File: src/nct_pkg.sv
package nct_pkg;

  // field widths and limits
  localparam int NumW      = 31;
  localparam int CharW     = 16;
  localparam int DigitsMax = 10;

  // style register codes
  localparam logic [2:0] STYLE_DEC      = 3'd0;
  localparam logic [2:0] STYLE_ALPHA_LO = 3'd1;
  localparam logic [2:0] STYLE_ALPHA_UP = 3'd2;
  localparam logic [2:0] STYLE_ROMAN_LO = 3'd3;
  localparam logic [2:0] STYLE_ROMAN_UP = 3'd4;

  // configuration register indexes
  localparam logic [1:0] CFG_STYLE      = 2'd0;
  localparam logic [1:0] CFG_MIN_LENGTH = 2'd1;
  localparam logic [1:0] CFG_GROUP_SIZE = 2'd2;
  localparam logic [1:0] CFG_GROUP_SEP  = 2'd3;

  // reciprocal constants for division by ten and by twenty-six
  localparam logic [31:0] RECIP10 = 32'hCCCC_CCCD;
  localparam logic [31:0] RECIP26 = 32'h9D89_D89E;

  localparam logic [NumW-1:0] ROMAN_LIMIT = 31'd4000;

  // roman symbol kinds
  localparam logic [1:0] SYM_ONE  = 2'd0;
  localparam logic [1:0] SYM_FIVE = 2'd1;
  localparam logic [1:0] SYM_TEN  = 2'd2;

  typedef enum logic [1:0] {
    MODE_DEC,
    MODE_ALPHA,
    MODE_ROMAN
  } mode_e;

  typedef logic [4:0] digit_t;

  // one converted number, least significant digit first
  typedef struct packed {
    mode_e                        mode;
    logic                         upper;
    digit_t [DigitsMax-1:0]       dig;
    logic [3:0]                   ndig;
    logic [5:0]                   total;
    logic [5:0]                   phase;
    logic [5:0]                   group;
    logic [CharW-1:0]             sep;
  } job_t;

  // number of roman letters for one decimal digit
  function automatic logic [2:0] shape_len(input logic [3:0] d);
    logic [2:0] len;
    case (d)
      4'd1:    len = 3'd1;
      4'd2:    len = 3'd2;
      4'd3:    len = 3'd3;
      4'd4:    len = 3'd2;
      4'd5:    len = 3'd1;
      4'd6:    len = 3'd2;
      4'd7:    len = 3'd3;
      4'd8:    len = 3'd4;
      4'd9:    len = 3'd2;
      default: len = 3'd0;
    endcase
    return len;
  endfunction

  // symbol kind at place k of the shape of digit d
  function automatic logic [1:0] shape_sym(input logic [3:0] d, input logic [1:0] k);
    logic [1:0] s;
    case (d)
      4'd4:             s = (k == 2'd0) ? SYM_ONE : SYM_FIVE;
      4'd5:             s = SYM_FIVE;
      4'd6, 4'd7, 4'd8: s = (k == 2'd0) ? SYM_FIVE : SYM_ONE;
      4'd9:             s = (k == 2'd0) ? SYM_ONE : SYM_TEN;
      default:          s = SYM_ONE;
    endcase
    return s;
  endfunction

  // lower case roman letter; p is 2 for hundreds, 1 for tens, 0 for units
  function automatic logic [7:0] roman_char(input logic [1:0] p, input logic [1:0] s);
    logic [7:0] c;
    case ({p, s})
      {2'd2, SYM_ONE}:  c = 8'h63;
      {2'd2, SYM_FIVE}: c = 8'h64;
      {2'd2, SYM_TEN}:  c = 8'h6D;
      {2'd1, SYM_ONE}:  c = 8'h78;
      {2'd1, SYM_FIVE}: c = 8'h6C;
      {2'd1, SYM_TEN}:  c = 8'h63;
      {2'd0, SYM_FIVE}: c = 8'h76;
      {2'd0, SYM_TEN}:  c = 8'h78;
      default:          c = 8'h69;
    endcase
    return c;
  endfunction

  // r mod g by six restoring steps, g non-zero
  function automatic logic [5:0] group_phase(input logic [5:0] r, input logic [5:0] g);
    logic [11:0] acc;
    logic [11:0] gs;
    acc = {6'd0, r};
    for (int k = 5; k >= 0; k--) begin
      gs = {6'd0, g} << k;
      if (acc >= gs) begin
        acc = acc - gs;
      end
    end
    return acc[5:0];
  endfunction

endpackage

File: src/number_to_counter_text_unit.sv
// Number to counter text. Push a 31-bit value and pop its text as 16-bit code units,
// one per transfer, with last on the final unit of each number; a zero in the alphabetic
// or roman styles yields a single result with empty_res set. Configuration (style,
// minimum decimal length, group size, separator) is sampled when a number is taken.
// The front converts a value into digits one by one (a reciprocal multiply, then a
// remainder); the back sends one character per cycle while its output is popped, after
// loading a job, except that a zero hundreds or tens digit of a roman number passes
// as a step with no output. A two-entry job queue lets both work at once, so the
// sustained cost per number is the larger of the two.
module number_to_counter_text_unit #(
  parameter int MAX_MIN_LENGTH = 32,
  parameter int QUEUE_DEPTH    = 2
) (
  input  logic        clk_i,
  input  logic        rst_ni,
  input  logic        push,
  output logic        full,
  input  logic [30:0] number_i,
  input  logic        pop,
  output logic        empty,
  output logic [15:0] character_o,
  output logic        last_o,
  output logic        empty_res_o,
  input  logic        cfg_valid_i,
  output logic        cfg_ready_o,
  input  logic [1:0]  cfg_index_i,
  input  logic [15:0] cfg_data_i
);
  import nct_pkg::*;

  logic [2:0]  style_q;
  logic [5:0]  min_length_q, group_size_q;
  logic [15:0] group_sep_q;

  logic        fj_valid, fj_ready, bj_valid, bj_ready;
  job_t        fj_data, bj_data;

  assign cfg_ready_o = 1'b1;

  // configuration registers
  always_ff @(posedge clk_i or negedge rst_ni) begin
    if (!rst_ni) begin
      style_q      <= STYLE_DEC;
      min_length_q <= 6'd1;
      group_size_q <= 6'd0;
      group_sep_q  <= 16'd44;
    end else if (cfg_valid_i) begin
      case (cfg_index_i)
        CFG_STYLE:      style_q      <= cfg_data_i[2:0];
        CFG_MIN_LENGTH: min_length_q <= cfg_data_i[5:0];
        CFG_GROUP_SIZE: group_size_q <= cfg_data_i[5:0];
        CFG_GROUP_SEP:  group_sep_q  <= cfg_data_i;
        default: ;
      endcase
    end
  end

  nct_front #(
    .MaxMinLength(MAX_MIN_LENGTH)
  ) u_front (
    .clk_i             (clk_i),
    .rst_ni            (rst_ni),
    .push              (push),
    .full              (full),
    .number_i          (number_i),
    .style_i           (style_q),
    .min_length_i      (min_length_q),
    .group_size_i      (group_size_q),
    .group_separator_i (group_sep_q),
    .job_valid_o       (fj_valid),
    .job_ready_i       (fj_ready),
    .job_o             (fj_data)
  );

  nct_queue #(
    .Depth(QUEUE_DEPTH)
  ) u_queue (
    .clk_i      (clk_i),
    .rst_ni     (rst_ni),
    .wr_valid_i (fj_valid),
    .wr_ready_o (fj_ready),
    .wr_data_i  (fj_data),
    .rd_valid_o (bj_valid),
    .rd_ready_i (bj_ready),
    .rd_data_o  (bj_data)
  );

  nct_back u_back (
    .clk_i       (clk_i),
    .rst_ni      (rst_ni),
    .job_valid_i (bj_valid),
    .job_ready_o (bj_ready),
    .job_i       (bj_data),
    .pop         (pop),
    .empty       (empty),
    .character_o (character_o),
    .last_o      (last_o),
    .empty_res_o (empty_res_o)
  );

endmodule

File: src/nct_front.sv
module nct_front #(
  parameter int MaxMinLength = 32
) (
  input  logic                clk_i,
  input  logic                rst_ni,
  input  logic                push,
  output logic                full,
  input  logic [30:0]         number_i,
  input  logic [2:0]          style_i,
  input  logic [5:0]          min_length_i,
  input  logic [5:0]          group_size_i,
  input  logic [15:0]         group_separator_i,
  output logic                job_valid_o,
  input  logic                job_ready_i,
  output nct_pkg::job_t       job_o
);
  import nct_pkg::*;

  localparam logic [2:0] F_IDLE = 3'd0;
  localparam logic [2:0] F_MUL  = 3'd1;
  localparam logic [2:0] F_DIV  = 3'd2;
  localparam logic [2:0] F_CALC = 3'd3;
  localparam logic [2:0] F_OUT  = 3'd4;

  localparam logic [5:0] MaxMl = 6'(MaxMinLength);

  logic [2:0]      state_q, state_d;
  logic [NumW-1:0] v_q, t_q;
  logic [62:0]     prod_q;
  logic            alpha_q;
  logic [5:0]      ml_q;
  job_t            job_q;

  logic            accept;
  logic            is_alpha, is_roman, roman_dec;
  logic [5:0]      ml_clamp;
  logic [NumW-1:0] t_d, quot, qd, rem;
  logic [5:0]      ndig_ext, total;

  assign accept      = push && (state_q == F_IDLE);
  assign full        = (state_q != F_IDLE);
  assign job_valid_o = (state_q == F_OUT);
  assign job_o       = job_q;

  // classify the incoming item
  assign is_alpha  = style_i inside {STYLE_ALPHA_LO, STYLE_ALPHA_UP};
  assign is_roman  = style_i inside {STYLE_ROMAN_LO, STYLE_ROMAN_UP};
  assign roman_dec = is_roman && (number_i >= ROMAN_LIMIT);
  assign ml_clamp  = (min_length_i == 6'd0) ? 6'd1 :
                     (min_length_i > MaxMl) ? MaxMl : min_length_i;

  // one digit: multiply by reciprocal, then remainder
  assign t_d  = v_q - {{(NumW-1){1'b0}}, alpha_q};
  assign quot = alpha_q ? NumW'(prod_q[62:36]) : NumW'(prod_q[62:35]);
  assign qd   = alpha_q ? (quot << 4) + (quot << 3) + (quot << 1) : (quot << 3) + (quot << 1);
  assign rem  = t_q - qd;

  // run length and separator phase
  assign ndig_ext = {2'd0, job_q.ndig};
  assign total    = (job_q.mode != MODE_DEC) ? ndig_ext :
                    (ndig_ext > ml_q) ? ndig_ext : ml_q;

  // sequencer
  always_comb begin
    state_d = state_q;
    case (state_q)
      F_IDLE: if (push) state_d = F_MUL;
      F_MUL:  state_d = (v_q == '0) ? F_CALC : F_DIV;
      F_DIV:  state_d = F_MUL;
      F_CALC: state_d = F_OUT;
      F_OUT:  if (job_ready_i) state_d = F_IDLE;
      default: state_d = F_IDLE;
    endcase
  end

  always_ff @(posedge clk_i or negedge rst_ni) begin
    if (!rst_ni) begin
      state_q <= F_IDLE;
    end else begin
      state_q <= state_d;
    end
  end

  // datapath
  always_ff @(posedge clk_i) begin
    case (state_q)
      F_IDLE: begin
        if (accept) begin
          v_q       <= number_i;
          alpha_q   <= is_alpha;
          ml_q      <= roman_dec ? 6'd1 : ml_clamp;
          job_q.dig <= '0;
          job_q.ndig <= 4'd0;
          job_q.upper <= (style_i == STYLE_ALPHA_UP) || (style_i == STYLE_ROMAN_UP);
          job_q.group <= (is_alpha || is_roman) ? 6'd0 : group_size_i;
          job_q.sep   <= group_separator_i;
          if (is_alpha) begin
            job_q.mode <= MODE_ALPHA;
          end else if (is_roman && !roman_dec) begin
            job_q.mode <= MODE_ROMAN;
          end else begin
            job_q.mode <= MODE_DEC;
          end
        end
      end
      F_MUL: begin
        t_q    <= t_d;
        prod_q <= 63'(t_d) * 63'(alpha_q ? RECIP26 : RECIP10);
      end
      F_DIV: begin
        job_q.dig[job_q.ndig] <= rem[4:0];
        job_q.ndig            <= job_q.ndig + 4'd1;
        v_q                   <= quot;
      end
      F_CALC: begin
        job_q.total <= total;
        job_q.phase <= (job_q.group != 6'd0) ? group_phase(total - 6'd1, job_q.group) : 6'd0;
      end
      default: ;
    endcase
  end

  // a 31-bit value has at most ten decimal digits
  assert property (@(posedge clk_i) disable iff (!rst_ni)
    (state_q == F_DIV) |-> (job_q.ndig < 4'(DigitsMax)))
    else $error("front: digit index out of range");

  // an offered job holds until it is taken
  assert property (@(posedge clk_i) disable iff (!rst_ni)
    (job_valid_o && !job_ready_i) |=> (job_valid_o && $stable(job_q)))
    else $error("front: job changed while waiting");

endmodule

File: src/nct_queue.sv
module nct_queue #(
  parameter int Depth = 2
) (
  input  logic          clk_i,
  input  logic          rst_ni,
  input  logic          wr_valid_i,
  output logic          wr_ready_o,
  input  nct_pkg::job_t wr_data_i,
  output logic          rd_valid_o,
  input  logic          rd_ready_i,
  output nct_pkg::job_t rd_data_o
);
  import nct_pkg::*;

  localparam int AW = (Depth > 1) ? $clog2(Depth) : 1;
  localparam int CW = $clog2(Depth + 1);
  localparam logic [AW-1:0] LastIdx = AW'(Depth - 1);
  localparam logic [CW-1:0] DepthC  = CW'(Depth);

  job_t          mem_q [Depth];
  logic [AW-1:0] wptr_q, rptr_q;
  logic [CW-1:0] cnt_q;
  logic          wr_en, rd_en;

  assign wr_ready_o = (cnt_q != DepthC);
  assign rd_valid_o = (cnt_q != '0);
  assign rd_data_o  = mem_q[rptr_q];
  assign wr_en      = wr_valid_i && wr_ready_o;
  assign rd_en      = rd_valid_o && rd_ready_i;

  // pointers and fill count
  always_ff @(posedge clk_i or negedge rst_ni) begin
    if (!rst_ni) begin
      wptr_q <= '0;
      rptr_q <= '0;
      cnt_q  <= '0;
    end else begin
      if (wr_en) begin
        wptr_q <= (wptr_q == LastIdx) ? '0 : wptr_q + AW'(1);
      end
      if (rd_en) begin
        rptr_q <= (rptr_q == LastIdx) ? '0 : rptr_q + AW'(1);
      end
      if (wr_en && !rd_en) begin
        cnt_q <= cnt_q + CW'(1);
      end else if (rd_en && !wr_en) begin
        cnt_q <= cnt_q - CW'(1);
      end
    end
  end

  // storage
  always_ff @(posedge clk_i) begin
    if (wr_en) begin
      mem_q[wptr_q] <= wr_data_i;
    end
  end

  assert property (@(posedge clk_i) disable iff (!rst_ni)
    cnt_q <= DepthC)
    else $error("queue: fill count beyond depth");

  assert property (@(posedge clk_i) disable iff (!rst_ni)
    (wr_en && !rd_en) |=> (cnt_q == $past(cnt_q) + CW'(1)))
    else $error("queue: write not counted");

endmodule

File: src/nct_back.sv
module nct_back (
  input  logic          clk_i,
  input  logic          rst_ni,
  input  logic          job_valid_i,
  output logic          job_ready_o,
  input  nct_pkg::job_t job_i,
  input  logic          pop,
  output logic          empty,
  output logic [15:0]   character_o,
  output logic          last_o,
  output logic          empty_res_o
);
  import nct_pkg::*;

  localparam logic [2:0] B_IDLE  = 3'd0;
  localparam logic [2:0] B_DIG   = 3'd1;
  localparam logic [2:0] B_SEP   = 3'd2;
  localparam logic [2:0] B_ALPHA = 3'd3;
  localparam logic [2:0] B_TH    = 3'd4;
  localparam logic [2:0] B_ROM   = 3'd5;
  localparam logic [2:0] B_EMPTY = 3'd6;

  logic [2:0]       st_q, st_d;
  job_t             job_q;
  logic [5:0]       pos_q, pos_d, ph_q, ph_d;
  logic [1:0]       cnt_q, cnt_d, p_q, p_d, k_q, k_d;
  logic             out_valid_q;
  logic [CharW-1:0] char_q;
  logic             last_q, emp_q;

  logic             adv, emit, e_last, e_empty;
  logic [CharW-1:0] e_char;
  logic [7:0]       shift, alpha_base;
  logic [3:0]       rdig;
  logic [2:0]       rlen;
  logic             rest0, lower0, sep_next, load;

  assign adv         = !out_valid_q || pop;
  assign job_ready_o = (st_q == B_IDLE);
  assign load        = job_valid_i && (st_q == B_IDLE);
  assign empty       = !out_valid_q;
  assign character_o = char_q;
  assign last_o      = last_q;
  assign empty_res_o = emp_q;

  assign shift      = job_q.upper ? 8'd32 : 8'd0;
  assign alpha_base = job_q.upper ? 8'h41 : 8'h61;
  assign rdig       = job_q.dig[{2'b00, p_q}][3:0];
  assign rlen       = shape_len(rdig);
  assign rest0      = (job_q.dig[2] == '0) && (job_q.dig[1] == '0) && (job_q.dig[0] == '0);
  assign lower0     = (p_q == 2'd2) ? ((job_q.dig[1] == '0) && (job_q.dig[0] == '0)) :
                      (p_q == 2'd1) ? (job_q.dig[0] == '0) : 1'b1;
  assign sep_next   = (job_q.group != 6'd0) && (pos_q != 6'd0) && (ph_q == 6'd0);

  // character sequencer
  always_comb begin
    st_d    = st_q;
    pos_d   = pos_q;
    ph_d    = ph_q;
    cnt_d   = cnt_q;
    p_d     = p_q;
    k_d     = k_q;
    emit    = 1'b0;
    e_char  = '0;
    e_last  = 1'b0;
    e_empty = 1'b0;
    case (st_q)
      B_IDLE: begin
        if (job_valid_i) begin
          case (job_i.mode)
            MODE_ALPHA: begin
              pos_d = {2'd0, job_i.ndig} - 6'd1;
              st_d  = (job_i.ndig == 4'd0) ? B_EMPTY : B_ALPHA;
            end
            MODE_ROMAN: begin
              cnt_d = job_i.dig[3][1:0];
              p_d   = 2'd2;
              k_d   = 2'd0;
              if (job_i.ndig == 4'd0) begin
                st_d = B_EMPTY;
              end else begin
                st_d = (job_i.dig[3] != '0) ? B_TH : B_ROM;
              end
            end
            default: begin
              pos_d = job_i.total - 6'd1;
              ph_d  = job_i.phase;
              st_d  = B_DIG;
            end
          endcase
        end
      end
      B_DIG: begin
        emit   = 1'b1;
        e_char = (pos_q < {2'd0, job_q.ndig}) ?
                 16'h0030 + 16'(job_q.dig[pos_q[3:0]]) : 16'h0030;
        e_last = (pos_q == 6'd0);
        if (adv) begin
          if (sep_next) begin
            st_d = B_SEP;
          end else if (pos_q == 6'd0) begin
            st_d = B_IDLE;
          end else begin
            pos_d = pos_q - 6'd1;
            ph_d  = (ph_q == 6'd0) ? job_q.group - 6'd1 : ph_q - 6'd1;
          end
        end
      end
      B_SEP: begin
        emit   = 1'b1;
        e_char = job_q.sep;
        if (adv) begin
          pos_d = pos_q - 6'd1;
          ph_d  = job_q.group - 6'd1;
          st_d  = B_DIG;
        end
      end
      B_ALPHA: begin
        emit   = 1'b1;
        e_char = 16'(alpha_base + 8'(job_q.dig[pos_q[3:0]]));
        e_last = (pos_q == 6'd0);
        if (adv) begin
          if (pos_q == 6'd0) begin
            st_d = B_IDLE;
          end else begin
            pos_d = pos_q - 6'd1;
          end
        end
      end
      B_TH: begin
        emit   = 1'b1;
        e_char = 16'(8'h6D - shift);
        e_last = (cnt_q == 2'd1) && rest0;
        if (adv) begin
          if (cnt_q == 2'd1) begin
            st_d = rest0 ? B_IDLE : B_ROM;
          end else begin
            cnt_d = cnt_q - 2'd1;
          end
        end
      end
      B_ROM: begin
        if (rlen == 3'd0) begin
          // digit with no letters: move on without output
          if (p_q == 2'd0) begin
            st_d = B_IDLE;
          end else begin
            p_d = p_q - 2'd1;
          end
        end else begin
          emit   = 1'b1;
          e_char = 16'(roman_char(p_q, shape_sym(rdig, k_q)) - shift);
          e_last = ({1'b0, k_q} == rlen - 3'd1) && lower0;
          if (adv) begin
            if ({1'b0, k_q} == rlen - 3'd1) begin
              k_d = 2'd0;
              if (lower0) begin
                st_d = B_IDLE;
              end else begin
                p_d = p_q - 2'd1;
              end
            end else begin
              k_d = k_q + 2'd1;
            end
          end
        end
      end
      B_EMPTY: begin
        emit    = 1'b1;
        e_last  = 1'b1;
        e_empty = 1'b1;
        if (adv) st_d = B_IDLE;
      end
      default: st_d = B_IDLE;
    endcase
  end

  // control state
  always_ff @(posedge clk_i or negedge rst_ni) begin
    if (!rst_ni) begin
      st_q        <= B_IDLE;
      out_valid_q <= 1'b0;
    end else begin
      st_q <= st_d;
      if (emit && adv) begin
        out_valid_q <= 1'b1;
      end else if (pop) begin
        out_valid_q <= 1'b0;
      end
    end
  end

  // counters and output register
  always_ff @(posedge clk_i) begin
    pos_q <= pos_d;
    ph_q  <= ph_d;
    cnt_q <= cnt_d;
    p_q   <= p_d;
    k_q   <= k_d;
    if (load) begin
      job_q <= job_i;
    end
    if (emit && adv) begin
      char_q <= e_char;
      last_q <= e_last;
      emp_q  <= e_empty;
    end
  end

  assert property (@(posedge clk_i) disable iff (!rst_ni)
    (out_valid_q && emp_q) |-> (last_q && (char_q == '0)))
    else $error("back: empty result not flagged last");

  assert property (@(posedge clk_i) disable iff (!rst_ni)
    ((st_q == B_DIG) || (st_q == B_SEP)) |-> (job_q.mode == MODE_DEC))
    else $error("back: decimal state on a non-decimal job");

endmodule
File: config.mk
export PLATFORM = sky130hd
export DESIGN_NAME = number_to_counter_text_unit
export DESIGN_NICKNAME = d
export VERILOG_FILES = /design/src/nct_pkg.sv /design/src/number_to_counter_text_unit.sv /design/src/nct_front.sv /design/src/nct_queue.sv /design/src/nct_back.sv
export SDC_FILE = /design/constraint.sdc
export NUM_CORES = 2
export LEC_CHECK = 0
export BUFFER_PORTS_ARGS = -buffer_cell sky130_fd_sc_hd__buf_2
export CELL_PAD_IN_SITES_DETAIL_PLACEMENT = 0
export CELL_PAD_IN_SITES_GLOBAL_PLACEMENT = 1
export CORE_MARGIN = 4
export CORE_UTILIZATION = 48
export CTS_CLUSTER_DIAMETER = 30
export CTS_CLUSTER_SIZE = 8
export DETAILED_ROUTE_END_ITERATION = 7
export PLACE_DENSITY = 0.83
export SYNTH_ARGS = -nofsm -noshare
export SYNTH_HDL_FRONTEND = slang
export SYNTH_SLANG_ARGS = --single-unit
export TNS_END_PERCENT = 1
File: constraint.sdc
create_clock -name clk_i -period 11.9 [get_ports clk_i]
set_clock_uncertainty 0.2 [all_clocks]
set_input_delay 1.19 -clock clk_i [delete_from_list [all_inputs] [get_ports clk_i]]
set_output_delay 1.19 -clock clk_i [all_outputs]
set_load 0.01 [all_outputs]
==> impl_metrics.yaml <==
route:
  route.detailed.drc: 0
  wl_per_cell_um: 20.4
  via_per_inst: 5.29
  antenna_left: 0
  first_pass_iters: 7
  vias: 26129
  drtIter0Drc: 1574
  wl_um: 100000
setup_path:
  worstPathArrival_ns: 11.93
  ff2ff_setup_slack_ns: 0.22
  endpoint_kind: "flop"
  crit_end: "u_front.job_o[22]"
  crit_type: "flop to flop"
  critPathTopFamily: "compound AO/OA/AOI/OAI gates"
  cp.depth: 63
  cp_slowest_cell: "edfxtp_1"
  crit_fanout: 6
  cpPeakStageDelay_ns: 0.39
  cp-start-kind: "flop"
  r2r_end: "u_front.job_o[22]"
  startpoint: "u_front.job_o[35]"
  worstPathRequired_ns: 12.15
  cpMostUsedCell: "a21o_1"
  crit_buf_inv: 4
  r2r_start: "u_front.job_o[35]"
  worst_r2r_path_depth: 63
clock_tree:
  cts.sinks: 499
  cts_buffer_depth: 3
  cts_tree: "done"
  hold_buffers: 0
  clk_pin_slew_ns: 0.05
  root_buffer: "clkbuf_16"
  htreeDepth: 3
  cts_buffers: 89
  clock_latency_ns: 0.63
min_path:
  min_path_cells: 0
  hp-class: "flop to flop"
sta:
  drv_slew: 0
  max_freq_mhz: 85.6
  hold_violations: 0
  setup_viol: 0
  slew_headroom_pct: 19.4
  min_period_ns: 11.68
  tightestPinTransition_ns: 1.21
  fin_tns_setup_ns: 0
  holdWs_ns: 0.244
  rsz0062_at_grt: "yes"
  period_share_pct: 98.2
synthesis:
  synth_ff_type: "edfxtp_1"
  synth_top_area_share_pct: 33.7
  seq_area_frac_synth_pct: 36.3
  netlist_area_mm2: 0.0407
  ys_warn_count: 0
  synth-edff-count: 457
  postSynthAreaPerCell_um2: 11.6
  synth_common_cells: "inv_1 (696), edfxtp_1 (457), fa_1 (435)"
  yosysTopAreaCell: "edfxtp_1"
  synth_most_common_cell: "inv_1"
  synth_area_leaders: "edfxtp_1 (34%), fa_1 (21%), ha_1 (12%)"
  synthArstFlopShare_pct: 8.42
  synth_cells: 3511
  synth_cell_types: 97
  synth-seq-cells: 499
global_route:
  antenna_found_initial: 1
  grt_pass1_vias: 27278
  grt_max_degree: 80
  grt_first_pass_wirelength_um: 155000
  gr-total-overflow: 0
  grt_use_total_pct: 22.7
floorplanning:
  die_h_um: 299
  num_io_pins: 75
  start_util_pct: 48.5
  num_rows: 106
  die_area_mm2: 0.0894
  die_x_um: 299
  design.core.area_mm2: 0.0838
placed_design:
  hpwl_um: 80100
  globalplace.congestion: 0.952
  port-buffer-count: 73
job:
  cap_viol_max_count: 0
final_layout:
  area_growth_pct: 14.0
  nFillCells: 7168
  drive_gt1_share_pct: 14.5
  nNetsFinal: 4616
status:
  status: "complete, no violations"
-- cells in the final DEF (no fill, tap or decap), types with 37 or more instances in the layout --
cell       Yosys  routed
a21o_1        37      37
a21oi_1      133     128
buf_2          4      73
buf_4          2     114
clkbuf_16      0      90
dfrtp_1       38      37
edfxtp_1     457     457
fa_1         435     432
ha_1         393     384
inv_1        696     693
mux2_2       124     120
mux2i_1       60      57
nand2_1      202     201
nand3_1       70      69
nor2_1       175     169
nor3_1        38      37
o21ai_0      115     107
xnor2_1       70      70
xor2_1        54      54
-- metrics by stage --
stage	std cells	utilization, %	worst slack (ns)	area (um2)
6_report	4935	55.3	0.218	46400
5_1_grt	4934	55.3	-0.421	46400
4_1_cts	4918	55.0	0.00194	46100
3_5_place_dp	4751	51.4	-0.312	43100
3_3_place_gp	4751	51.4	0.0488	43100
2_1_floorplan	3537	-	0.00851	40900
-- registers in the layout, indices dropped and copies added, names as in the netlist, 3 cells and up --
name	count
group_sep_q	16
group_size_q	6
min_length_q	6
style_q	3
u_back.character_o	16
u_back.job_q	77
u_back.ph_q	6
u_back.pos_q	6
u_back.st_q	3
u_front.job_o	91
u_front.ml_q	6
u_front.prod_q	28
u_front.state_q	3
u_front.t_q	5
u_front.v_q	31
u_queue.mem_q	182
-- what timing repair did --
action                     4_1_cts  5_1_grt
buffers inserted                10       16
hold endpoints to repair         0        0
gates resized for setup          4       37
cloned                           0        0
pin swaps                       12       35
setup endpoints to repair        6       11
-- per-layer routing --
| layer | track usage, % | share of wire (%) |
|---|---|---|
| met5 | 0 | 0 |
| met1 | 31.2 | 44 |
| met2 | 36.4 | 47 |
| met3 | 4.76 | 6.5 |
| met4 | 7.13 | 3.1 |
-- worst min-delay path by stage --
stage                                 start                   end  slack [ns]
after floorplan              group_sep_q[0]      u_front.job_o[0]        0.22
after global placement      group_sep_q[10]     u_front.job_o[10]        0.22
after detailed placement     group_sep_q[0]      u_front.job_o[0]        0.23
after CTS                    group_sep_q[0]      u_front.job_o[0]        0.24
after global routing         group_sep_q[8]      u_front.job_o[8]        0.25
final                     u_front.job_o[10]  u_queue.mem_q[0][10]        0.24
-- layout make-up --
type                    instances  area, um2  share of cell area (%)
diodes                          1       2.50                 0.00540
clock buffers                 116       2380                    5.13
well taps                    1134       1420                    3.06
multi-input cells            2258      23400                    50.5
repair buffers                189       1250                    2.70
inverters                     697       2620                    5.65
flip-flops and latches        499      14800                    31.9
clock inverters                41        512                    1.10
-- logic make-up (layout without fill, tap and decap cells) --
family          Yosys count  count (layout)  share of synthesized area (%)
buf+inv                 780            1043                           7.26
compound gates          410             410                           6.45
xor+xnor                124             124                           2.67
simple gates            668             668                           7.99
flops                   499             499                           36.3
other cells               2              29                         0.0185
mux                     200             200                           5.75
fa+ha+maj               828             828                           33.5
Power is not shown: default switching activity piles up to over one toggle a cycle in this logic, so the estimate is an artifact.
